[config.mk]
export PLATFORM = sky130hd
export DESIGN_NAME = nns_lane
export DESIGN_NICKNAME = d
export VERILOG_FILES = /design/src/rtl/nns_pkg.sv /design/src/rtl/nns_lane.sv
export SDC_FILE = /design/constraint.sdc
export NUM_CORES = 1
export LEC_CHECK = 0
export BUFFER_PORTS_ARGS = -buffer_cell sky130_fd_sc_hd__buf_2
export CAP_MARGIN = 40
export CORE_UTILIZATION = 60
export CTS_CLUSTER_DIAMETER = 100
export DETAILED_ROUTE_END_ITERATION = 8
export MAX_ROUTING_LAYER = met4
export PLACE_DENSITY = 0.79
export SETUP_SLACK_MARGIN = 0.1
export SYNTH_ARGS = -nofsm -noshare
export SYNTH_HDL_FRONTEND = slang
export SYNTH_SLANG_ARGS = --single-unit
[constraint.sdc]
create_clock -name clk -period 9.6 [get_ports clk]
set_clock_uncertainty 0.05 [all_clocks]
set_input_delay 0.48 -clock clk [delete_from_list [all_inputs] [get_ports clk]]
set_output_delay 0.48 -clock clk [all_outputs]
set_load 0.02 [all_outputs]
[src/rtl/nns_pkg.sv]
// ----------------------------------------------------------------------------
// nns_pkg
// Shared types and constants for the nearest neighbor search block.
// ----------------------------------------------------------------------------
package nns_pkg;

    // Fixed field widths
    localparam int NUM_DIMS   = 5;
    localparam int IDX_W      = 16;   // row index width in the tag and result types
    localparam int OUT_IDX_W  = 10;
    localparam int RIU_W      = 11;
    localparam int DIST_W     = 35;
    localparam int CFG_IDX_W  = 1;

    localparam logic [DIST_W-1:0] DIST_MAX = '1;

    // Request opcodes
    localparam logic OP_LOAD  = 1'b0;
    localparam logic OP_QUERY = 1'b1;

    // Configuration register indexes
    localparam logic [CFG_IDX_W-1:0] CFG_ROWS_IN_USE = 1'b0;
    localparam logic [CFG_IDX_W-1:0] CFG_THRESHOLD   = 1'b1;

    // Tag that travels with each row through the lanes
    typedef struct packed {
        logic [IDX_W-1:0] idx;
        logic             first;
        logic             last;
    } tag_t;

    // Best match so far
    typedef struct packed {
        logic [IDX_W-1:0]  idx;
        logic [DIST_W-1:0] distance;
        logic              early;
    } result_t;

endpackage

[src/rtl/nns_lane.sv]
// ----------------------------------------------------------------------------
// nns_lane
// One coordinate lane: squared difference of query and row coordinate.
// ----------------------------------------------------------------------------
module nns_lane
    import nns_pkg::*;
#(
    parameter int COORD_BITS = 16
)
(
    input  logic                          clk,
    input  logic signed [COORD_BITS-1:0]  q,
    input  logic signed [COORD_BITS-1:0]  r,
    output logic [2*(COORD_BITS+1)-1:0]   sq
);

    localparam int MAG_W = COORD_BITS + 1;
    localparam int SQ_W  = 2 * MAG_W;

    logic signed [MAG_W-1:0] diff;
    logic [MAG_W-1:0]        mag;
    logic [SQ_W-1:0]         sq_reg;

    // Take the magnitude of the difference
    assign diff = MAG_W'(q) - MAG_W'(r);
    assign mag  = diff[MAG_W-1] ? MAG_W'(-diff) : MAG_W'(diff);

    // Register the square
    always_ff @(posedge clk)
    begin
        sq_reg <= SQ_W'(mag) * SQ_W'(mag);
    end

    assign sq = sq_reg;

endmodule

=== Yosys cells after proc, flatten, opt, wreduce, memory -nomap -nowiden ===
Cells that the tools add are included.

* Register bits: 34
* Output and inout port bits: 34
* Logic and storage cells: 5

* Muxes and demuxes: 1
* Add/subtract/negate cells: 2
* Multipliers: 1

{| class="wikitable"
|+ Operators by type and width
! operator !! number
|-
| $mul A17 B17 Y34 || 1
|-
| $mux W17 || 1
|-
| $neg A17 Y17 || 1
|-
| $sub A16 B16 Y17 || 1
|}

=== Longest topological paths before layout ===
* Depth in word-level cells: 4
* Gate-level depth with buffers: 40
* Mapped depth without buffers: 38

=== Worst setup path before layout ===
Ideal clock, no wire load.

* Path kind: input to register
* From: input port q[0]
* To: register sq_reg[33] (netlist: sq[33])
* Data arrival time: 8.410 ns
* Cell stages on the path: 39
* Library setup time: 0.122 ns
* Data required time: 9.428 ns
* Path buffers: 3
* Path slack: 1.018 ns
* Cell sequence: inv_1 > ha_1 > inv_1 > fa_1 > a211oi_2 > o21a_1 > o21bai_2 > a21oi_1 > o21ai_1 > and2_1 > buf_2 > buf_2 > a21o_1 > xnor2_1 > inv_1 > buf_2 > nand2_1 > inv_1 > [3 not listed] > fa_1 > inv_1 > fa_1 > fa_1 > inv_1 > fa_1 > inv_1 > ha_1 > a21o_1 > a21o_1 > a211oi_1 > a21oi_1 > o221ai_1 > nand2b_1 > o31a_1 > o21a_1 > o21ai_0 > xnor2_1

* Longest elaborated chain between the ends: 4

{| class="wikitable"
|+ Ends and longest elaborated chain
! item !! RTL line !! source
|-
| start, declared || nns_lane.sv:12 || <nowiki>input logic signed [COORD_BITS-1:0] q,</nowiki>
|-
| $sub A16 B16 Y17 * || nns_lane.sv:25 || <nowiki>assign diff = MAG_W'(q) - MAG_W'(r);</nowiki>
|-
| $neg A17 Y17 || nns_lane.sv:26 || <nowiki>assign mag = diff[MAG_W-1] ? MAG_W'(-diff) : MAG_W'(diff);</nowiki>
|-
| $mux W17 * || nns_lane.sv:26 ||
|-
| $mul A17 B17 Y34 * || nns_lane.sv:31 || <nowiki>sq_reg <= SQ_W'(mag) * SQ_W'(mag);</nowiki>
|-
| end signal, assigned || nns_lane.sv:31 ||
|-
| end, declared || nns_lane.sv:22 || <nowiki>logic [SQ_W-1:0] sq_reg;</nowiki>
|}

Every way passes the cells marked *; elsewhere a longest branch is shown, timed or not.

=== Final worst setup path ===
Same ends and word-level chain as after synthesis.

==> reports/qor.yml <==
startpoint_type: "input pin"
clkTransAtPathRegs_ns: 0.06
largest_reg_flops: 33
synth_top_area_share_pct: 38.8
crit_type: "in -> reg"
fin_nets: 1533
start_util_pct: 62.1
syn_to_final_growth_pct: 8.63
slowest_delay_ns: 0.51
hold_path.class: "in -> reg"
fin_setup_tns_ns: 0
cts_buffers: 5
final_common_cell: "inv_1"
via_per_inst: 5.32
numClockSinks: 33
placementRows: 46
synth_cell_types: 72
yosys.area.top_type: "fa_1"
drv_slew: 0
layout-drive-gt1-share_pct: 10.9
die_w_um: 131
hpwl_um: 18800
first_global_vias: 8258
crit_required_ns: 9.74
setup_viol: 0
die_area_um2: 17100
fmax_ghz: 0.112
synth_flop_cell: "dfxtp_1"
final_cells: 1404
hold_violations: 0
post-route-drc-count: 0
async_reset_ff_share_pct: 0
gp_congestion: 0.925
antenna_left: 0
diodes: 0
min_period_over_period_pct: 93.0
layout_min_cycle_time_ns: 8.93
synthesis.instances: 1106
dr_total_vias: 7471
htreeDepth: 2
path_delay_family: "adder cells"
crit_buf_inv: 10
drv_cap: 0
grt_antenna_before_repair: 0
post_dp_cell_area_um2: 10600
synth-edff-count: 0
io_buffer_count: 65
wire_per_inst_um: 15.5
grt_max_degree: 19
grt.overflow.total: 0
outcome: "complete, no violations"
hold_buffers: 0
design_area_um2: 10800
dp.cells: 1395
dr.pass1.iters: 5
rsz0062_at_grt: "no"
slowest_stage: "fa_1"
grt_pass1_wl_um: 37700
netlist_area_um2: 9970
end_kind: "flop"
tightestPinTransition_ns: 0.754
slew_headroom_pct: 49.3
final_cell_mix: "290 x inv_1, 193 x fa_1, 120 x ha_1"
synth-seq-cells: 33
post-route-util_pct: 67.4
core_um2: 16100
wl_um: 21800
synthTopCellsByArea: "fa_1 39%, ha_1 15%, inv_1 11%, dfxtp_1 6.6%, xnor2_1 3.8%"
die_h_um: 131
grt_use_total_pct: 29.6
cts_buffer_depth: 2
cp_max_fo: 12
syn_avg_cell_area_um2: 9.01
ios: 67
cts_tree: "done"
yosysSeqAreaShare_pct: 6.63
yosysWarnings: 0
cp.arrival_ns: 9.06
drt_iter0_drc: 329
cts_root_buf: "clkbuf_16"
crit_path_frequent_cell: "fa_1"
==> routing by layer <==
layer / vias up / GRT usage [%] / wire length (um)
met5: - / - / 0
met4: 0 / 11.2 / 748
met3: 64 / 3.87 / 1170
met2: 239 / 52.1 / 11100
met1: 3650 / 34.6 / 8780
li1: 3518 / - / -
==> cell type report <==
cell class | count | area (um2)
clock buffer | 7 | 143
timing repair buffer | 85 | 473
fill | 1252 | 5230
sequential | 33 | 661
multi-input combinational | 764 | 8130
clock inverter | 1 | 30.0
inverter | 298 | 1120
tap | 216 | 270
==> per-stage QoR <==
step,hold WS [ns],worst slack [ns]
6_report,0.842,0.673
5_1_grt,0.869,0.214
4_1_cts,0.828,0.517
3_5_place_dp,0.844,0.223
3_3_place_gp,0.845,0.533
2_1_floorplan,0.769,1.02
==> timing repair <==
action / in CTS / in global routing
resized for setup: 0 / 2
setup endpoints to repair: 0 / 2
setup buffers: 0 / 0
==> path summary, 6_finish.rpt <==
kind	slack (ns)	cells past startpoint	endpoint	start
max	0.67	38	sq[33]	q[0]
min	0.84	4	sq[2]	q[1]
==> synth_stat cells, drive strengths merged, types with 4 or more instances <==
| master | instances |
|---|---|
| xnor2 | 47 |
| and2 | 9 |
| nor2 | 75 |
| nor3 | 9 |
| nand2b | 8 |
| nand3 | 8 |
| fa | 193 |
| and3 | 8 |
| inv | 298 |
| o21ai | 28 |
| nor2b | 12 |
| a21o | 24 |
| o21a | 8 |
| a21oi | 40 |
| a211oi | 5 |
| clkbuf | 10 |
| buf | 12 |
| nand4 | 5 |
| xor2 | 15 |
| dfxtp | 33 |
| ha | 120 |
| nor4b | 5 |
| o21bai | 4 |
| nand2 | 90 |
==> cells by family (layout without fill, tap and decap cells) <==
logic type	after synthesis	in the layout	share of synthesized area [%]
buf+inv	320	391	12.3
fa+ha+maj	313	313	53.8
simple gates	242	242	12.2
compound gates	133	133	8.96
xor+xnor	62	62	5.94
flops	33	33	6.63
other cells	2	13	0.0754
mux	1	1	0.100
==> worst min-delay path, stage by stage <==
cell,delay [ns]
buf_2,0.10
fa_1,0.25
a21oi_2,0.20
nor2_1,0.11
Power is not shown: default switching activity piles up to over one toggle a cycle in this logic, so the estimate is an artifact.
