===== config.mk =====
export PLATFORM = sky130hd
export DESIGN_NAME = nns_merge
export DESIGN_NICKNAME = d
export VERILOG_FILES = /design/src/rtl/nns_pkg.sv /design/src/rtl/nns_merge.sv
export SDC_FILE = /design/constraint.sdc
export NUM_CORES = 1
export LEC_CHECK = 0
export BUFFER_PORTS_ARGS = -buffer_cell sky130_fd_sc_hd__clkbuf_2
export CORE_MARGIN = 5
export CORE_UTILIZATION = 45
export CTS_CLUSTER_DIAMETER = 80
export DETAILED_ROUTE_END_ITERATION = 10
export PLACE_DENSITY = 0.79
export SLEW_MARGIN = 30
export SYNTH_ARGS = -nofsm -noshare
export SYNTH_HDL_FRONTEND = slang
export SYNTH_SLANG_ARGS = --single-unit

===== constraint.sdc =====
create_clock -name clk -period 2.6 [get_ports clk]
set_input_delay 0.52 -clock clk [delete_from_list [all_inputs] [get_ports clk]]
set_output_delay 0.52 -clock clk [all_outputs]
set_load 0.01 [all_outputs]

===== src/rtl/nns_pkg.sv =====
// ----------------------------------------------------------------------------
// nns_pkg
// Shared types and constants for the nearest neighbor search block.
// ----------------------------------------------------------------------------
package nns_pkg;

    // Fixed field widths
    localparam int NUM_DIMS   = 5;
    localparam int IDX_W      = 16;   // row index width in the tag and result types
    localparam int OUT_IDX_W  = 10;
    localparam int RIU_W      = 11;
    localparam int DIST_W     = 35;
    localparam int CFG_IDX_W  = 1;

    localparam logic [DIST_W-1:0] DIST_MAX = '1;

    // Request opcodes
    localparam logic OP_LOAD  = 1'b0;
    localparam logic OP_QUERY = 1'b1;

    // Configuration register indexes
    localparam logic [CFG_IDX_W-1:0] CFG_ROWS_IN_USE = 1'b0;
    localparam logic [CFG_IDX_W-1:0] CFG_THRESHOLD   = 1'b1;

    // Tag that travels with each row through the lanes
    typedef struct packed {
        logic [IDX_W-1:0] idx;
        logic             first;
        logic             last;
    } tag_t;

    // Best match so far
    typedef struct packed {
        logic [IDX_W-1:0]  idx;
        logic [DIST_W-1:0] distance;
        logic              early;
    } result_t;

endpackage


===== src/rtl/nns_merge.sv =====
// ----------------------------------------------------------------------------
// nns_merge
// Sums the lane squares, saturates, and tracks the first strict minimum
// with early exit on the threshold.
// ----------------------------------------------------------------------------
module nns_merge
    import nns_pkg::*;
#(
    parameter int COORD_BITS = 16
)
(
    input  logic                           clk,
    input  logic                           rst_n,
    input  logic                           row_vld,
    input  tag_t                           row_tag,
    input  logic [2*(COORD_BITS+1)-1:0]    sq [NUM_DIMS],
    input  logic [DIST_W-1:0]              threshold,
    output logic                           done,
    output result_t                        result
);

    localparam int SQ_W  = 2 * (COORD_BITS + 1);
    localparam int SUM_W = SQ_W + $clog2(NUM_DIMS);
    localparam int CMP_W = (SUM_W > DIST_W) ? SUM_W : DIST_W;

    logic              a_vld_reg, a_vld_next;
    tag_t              a_tag_reg;
    logic              b_vld_reg, b_vld_next;
    tag_t              b_tag_reg;
    logic [DIST_W-1:0] b_dist_reg, b_dist_next;
    logic [SUM_W-1:0]  sum;
    result_t           best_reg, best_next;
    logic              upd;
    logic              hit;

    // Add the lane squares and saturate
    always_comb
    begin
        sum = '0;
        for (int i = 0; i < NUM_DIMS; i++)
        begin
            sum = sum + SUM_W'(sq[i]);
        end
        if (CMP_W'(sum) > CMP_W'(DIST_MAX))
            b_dist_next = DIST_MAX;
        else
            b_dist_next = DIST_W'(sum);
    end

    // Compare against the best and the early-exit threshold
    always_comb
    begin
        upd  = b_vld_reg && (b_tag_reg.first || (b_dist_reg < best_reg.distance));
        hit  = b_vld_reg && !b_tag_reg.first && (b_dist_reg < threshold);
        done = b_vld_reg && (hit || b_tag_reg.last);
        best_next = best_reg;
        if (upd)
        begin
            best_next.idx      = b_tag_reg.idx;
            best_next.distance = b_dist_reg;
        end
        if (b_vld_reg)
            best_next.early = hit;
    end

    // Drop rows still in flight once the scan is finished
    assign a_vld_next = row_vld && !done;
    assign b_vld_next = a_vld_reg && !done;

    always_ff @(posedge clk or negedge rst_n)
    begin
        if (!rst_n)
        begin
            a_vld_reg <= 1'b0;
            b_vld_reg <= 1'b0;
        end
        else
        begin
            a_vld_reg <= a_vld_next;
            b_vld_reg <= b_vld_next;
        end
    end

    always_ff @(posedge clk)
    begin
        a_tag_reg  <= row_tag;
        b_tag_reg  <= a_tag_reg;
        b_dist_reg <= b_dist_next;
        best_reg   <= best_next;
    end

    assign result = best_next;

endmodule


# ---- Word level (Yosys, flattened, before mapping)
# Cells that the tools add are included.
dict set report op_classes {
  addsub 4
  multipliers 0
  div 0
  n_lt_le_gt_ge 3
  eq_ne 0
  n_shift 0
  n_mux 2
  n_bitwise 0
  n_reduce_logical 10
}
# op n
set op_table {}
lappend op_table {{$lt A35 B35 Y1} 2}
lappend op_table {{$mux W51} 1}
lappend op_table {{$add A36 B34 Y37} 1}
lappend op_table {{$add A37 B34 Y37} 1}
lappend op_table {{$gt A37 B35 Y1 const B} 1}
lappend op_table {{$add A35 B34 Y36} 1}
lappend op_table {{$add A34 B34 Y35} 1}
lappend op_table {{$logic_and A1 B1 Y1} 6}
lappend op_table {{$logic_not A1 Y1} 2}
lappend op_table {{$logic_or A1 B1 Y1} 2}
lappend op_table {{$mux W1} 1}
dict set report word_totals {
  register_bits 125
  latch_bits 0
  ramBits 0
  rom_bits 0
  inputBits 226
  out_inout_bits 53
  wordCells 31
  n_memories 0
}

# ---- Logic depth before layout (Yosys ltp)
dict set report depth {
  depth_word 7
  ltp_mapped 19
}

# ---- Least setup slack after synthesis
# Ideal clock, no wire load.
dict set report synth_path {
  path_kind {in2reg}
  from {in sq[13] (netlist name)}
  to {reg b_dist_reg[26]}
  setup_ps 116
  arrival_time_ps 4453
  required_time_ps 2484
  path_slack_ps -1968
  path_stages 18
  path_cell_list {inv_1 -> fa_1 -> inv_1 -> fa_1 -> inv_1 -> fa_1 -> inv_1 -> ha_1 -> a21o_1 -> a21o_1 -> a2111oi_2 -> a21oi_2 -> a2111oi_4 -> o21bai_1 -> nor3_2 -> mux2_4 -> buf_6 -> nand2_2}
}
dict set report synth_between {
  elab_chain_len 2
}
# item line
set synth_lines {}
lappend synth_lines {{from (decl)} nns_merge.sv:16} ;# input logic [2*(COORD_BITS+1)-1:0] sq [NUM_DIMS],
lappend synth_lines {{$add A37 B34 Y37 *} nns_merge.sv:42} ;# sum = sum + SUM_W'(sq[i]);
lappend synth_lines {{$gt A37 B35 Y1} nns_merge.sv:44} ;# if (CMP_W'(sum) > CMP_W'(DIST_MAX))
lappend synth_lines {{to (signal assigned)} nns_merge.sv:88} ;# b_dist_reg <= b_dist_next;
lappend synth_lines {{to (decl)} nns_merge.sv:30} ;# logic [DIST_W-1:0] b_dist_reg, b_dist_next;
# Every way passes the cells marked *; elsewhere a longest branch is shown, timed or not.
# A chain may end at the register's enable or synchronous reset.

# ---- Worst setup path in the final report
dict set report layout_path {
  from {in sq[70] (netlist name)}
  to {reg b_dist_reg[29]}
}
dict set report layout_between {
  elab_chain_len 4
}
# item line
set layout_lines {}
lappend layout_lines {{$add A35 B34 Y36 *} nns_merge.sv:42}
lappend layout_lines {{$add A36 B34 Y37 *} nns_merge.sv:42}
lappend layout_lines {{$add A37 B34 Y37 *} nns_merge.sv:42}
lappend layout_lines {{$gt A37 B35 Y1} nns_merge.sv:44}
# Marks and branches as above.

==> flow_summary.toml <==
[clock_network]
clkSinkCount = 125
cts_buffer_depth = 2
insertion_delay_ns = 0.42
clkTransAtPathRegs_ns = 0.06
cts_tree = "yes"
cts_inserted_buffers = 17
h-tree-depth = 4
root_buffer = "clkbuf_16"

[flow_run]
maxCapViolations = 0

[hold_path]
hold_class = "primary input to register"
whs_path_depth = 1

[worst_setup_path]
max_stage_delay_ns = 0.52
crit_buf_inv = 7
crit_chain = "buf_6 > inv_4 > fa_1 > inv_1 > fa_1 > inv_1 > fa_1 > buf_6 > fa_2 > nor2b_4 > o2111ai_4 > a21oi_4 > buf_6 > o31ai_4 > o211ai_1 > o41ai_4 > buf_4 > o21a_4 > a2111oi_4 > o21ai_2"
start_kind = "primary input"
rr_worst_depth = 15
critical_path.max_fanout = 3
path_class = "primary input to register"
crit_family = "adder cells"
cp_data_arrival_time_ns = 4.71
worstSetupEndpointType = "register"
r2r_setup_slack_ns = -0.16
critPathSlowestCell = "fa_1"
crit_cells = 20
crit_required_ns = 2.91

[route]
wl_per_cell_um = 16.5
drcViolationCount = 0
routed_via_density = 5.31
ant_nets = 0
first_pass_iters = 6
totalWireLength_um = 35900
via_count = 11500
drtIter0Drc = 1063

[logic_synthesis]
async_reset_ff_share_pct = 1.60
synth_nets = 1790
ys_ff_latch = 125
synth_edf_count = 0
yosysMostFrequentCell = "inv_1"
netlist.area_leader.share_pct = 21.8
synth_top_cell_by_area = "dfxtp_1"
synth_common_cells = "367 x inv_1, 123 x dfxtp_1, 105 x ha_1"
synth_area_leaders = "dfxtp_1 22%, fa_1 18%, inv_1 12%"
netlist_area_um2 = 11300
ys_warn_count = 0
synth_flop_cell = "dfxtp_1"
syn_inst = 1358
seq_area_frac_synth_pct = 22.2
ys_types = 64
syn_area_per_cell_um2 = 8.32

[cells_and_area]
largest_reg_flops = 52
nets = 2257
final_cell_area_um2 = 16600
final_cells = 2168
antenna_cells = 0
final_core_util_pct = 66.6
drive_above_1_share_pct = 38.1
area_growth_pct = 47.2

[sta]
relSlewSlack_pct = 43.6
finClkSkew_ns = 0.0128
final-setup-viol-count = 120
hold_viol = 0
report.final.slew_viol_count = 0
timing.final.crit_share_pct = 169
worstMarginPinSlew_ns = 0.844
rsz0062_at_grt = "true"
worst_slack_ns = -1.80
min_period_ns = 4.40
fmax_mhz = 227

[placement]
hpwl_um = 25200
postPlaceCellArea_um2 = 14400
placement.io_buffers = 278
gp_congestion = 0.894
placed_cells = 2080

[power_and_ir_drop]
peakVddDrop_mv = 0.824
power_leakage_nw = 8.85
powerDensity_nw_per_um2 = 1230

[floorplanning]
die-area_um2 = 28400
core_area_um2 = 25000
die_w_um = 168
core.rowCount = 58
fp.dieH_um = 168
start_util_pct = 45.2
pin_count = 279

[global_route]
grt_max_degree = 30
grt_pass1_wl_um = 55800
antenna_found_initial = 4
grt.overflow.total = 0
grt_pass1_vias = 11900
gr-usage-all-layers_pct = 23.9

[run_status]
violations = "negative setup slack"
status = "finished with violations"
## cell families (layout without fill, tap and decap cells)
group                      Yosys count  count (layout)  share of synthesized area, %
DFF                                125             125                          22.2
adders and majority gates          206             206                          29.5
and+or+nand+nor                    304             304                          12.9
xor gates and xnor gates            26              26                          2.02
buffers and inverters              423             897                          14.3
muxes                                1               7                         0.133
AOI/OAI and AO/OA                  273             273                          18.9
## final timing paths
| path | startpoint | endpoint |
|---|---|---|
| min reg2reg | a_tag_reg[1] | b_tag_reg[1] |
| max | sq[70] | b_dist_reg[29] |
| max in group asynchronous | rst_n | b_vld_reg |
| min in group asynchronous | rst_n | a_vld_reg |
| min | row_tag[2] | a_tag_reg[2] |
| max reg2reg | best_reg[13] | best_reg[47] |
## layer usage
metal / global-route usage [%] / vias to the layer above / wire length, µm
li1: - / 5415 / -
met1: 27.6 / 5428 / 13500
met2: 43.2 / 523 / 18100
met3: 4.53 / 132 / 2560
met4: 10.1 / 8 / 1650
met5: 0 / - / 50
## timing repair
item / CTS / global route
gates cloned: 14 / 4
endpoints found under the hold margin: 2 / 0
pin swaps: 52 / 60
endpoints found under the setup margin: 91 / 139
hold buffers: 1 / 0
gates resized for setup: 85 / 173
setup buffers: 25 / 20
## cell usage in the layout (no fill, tap or decap), types with 22 or more instances in the layout
cell | Yosys | routed
fa_1 | 101 | 100
a222oi_1 | 50 | 50
nor2_1 | 60 | 58
dfxtp_1 | 123 | 118
o211ai_1 | 55 | 55
nor2b_1 | 23 | 22
a21oi_1 | 41 | 33
clkbuf_2 | 0 | 230
a21o_1 | 43 | 42
nand2_2 | 10 | 38
inv_1 | 367 | 346
nand3_1 | 56 | 56
buf_2 | 3 | 32
ha_1 | 105 | 87
buf_6 | 3 | 22
buf_4 | 0 | 184
nand2_1 | 98 | 52
## layout make-up
type	instances	area, µm²
fillers	1949	8330
multi-input cells	816	8080
repair buffers	497	3550
flip-flops and latches	125	2520
inverters	368	1390
clock buffers	19	443
well taps	330	413
clock inverters	13	234
## stage by stage
step	power (W)	setup TNS, ns	setup WS (ns)	hold WS [ns]
3_5_place_dp	0.0151	-115.87	-2.64	0.315
3_3_place_gp	0.0148	-109.61	-2.45	0.312
2_1_floorplan	0.0104	-70.66	-1.86	0.224
5_1_grt	0.0219	-130.74	-1.93	0.187
4_1_cts	0.0190	-115.28	-1.78	0.186
6_report	0.0204	-114.13	-1.80	0.202
## power by group
part | internal, W | switching (W)
sequential | 0.00264 | 0.000413
clock | 0.00183 | 0.000901
combinational | 0.00701 | 0.00765
total | 0.0115 | 0.00896
No activity file was read; power rests on OpenSTA's default activity.
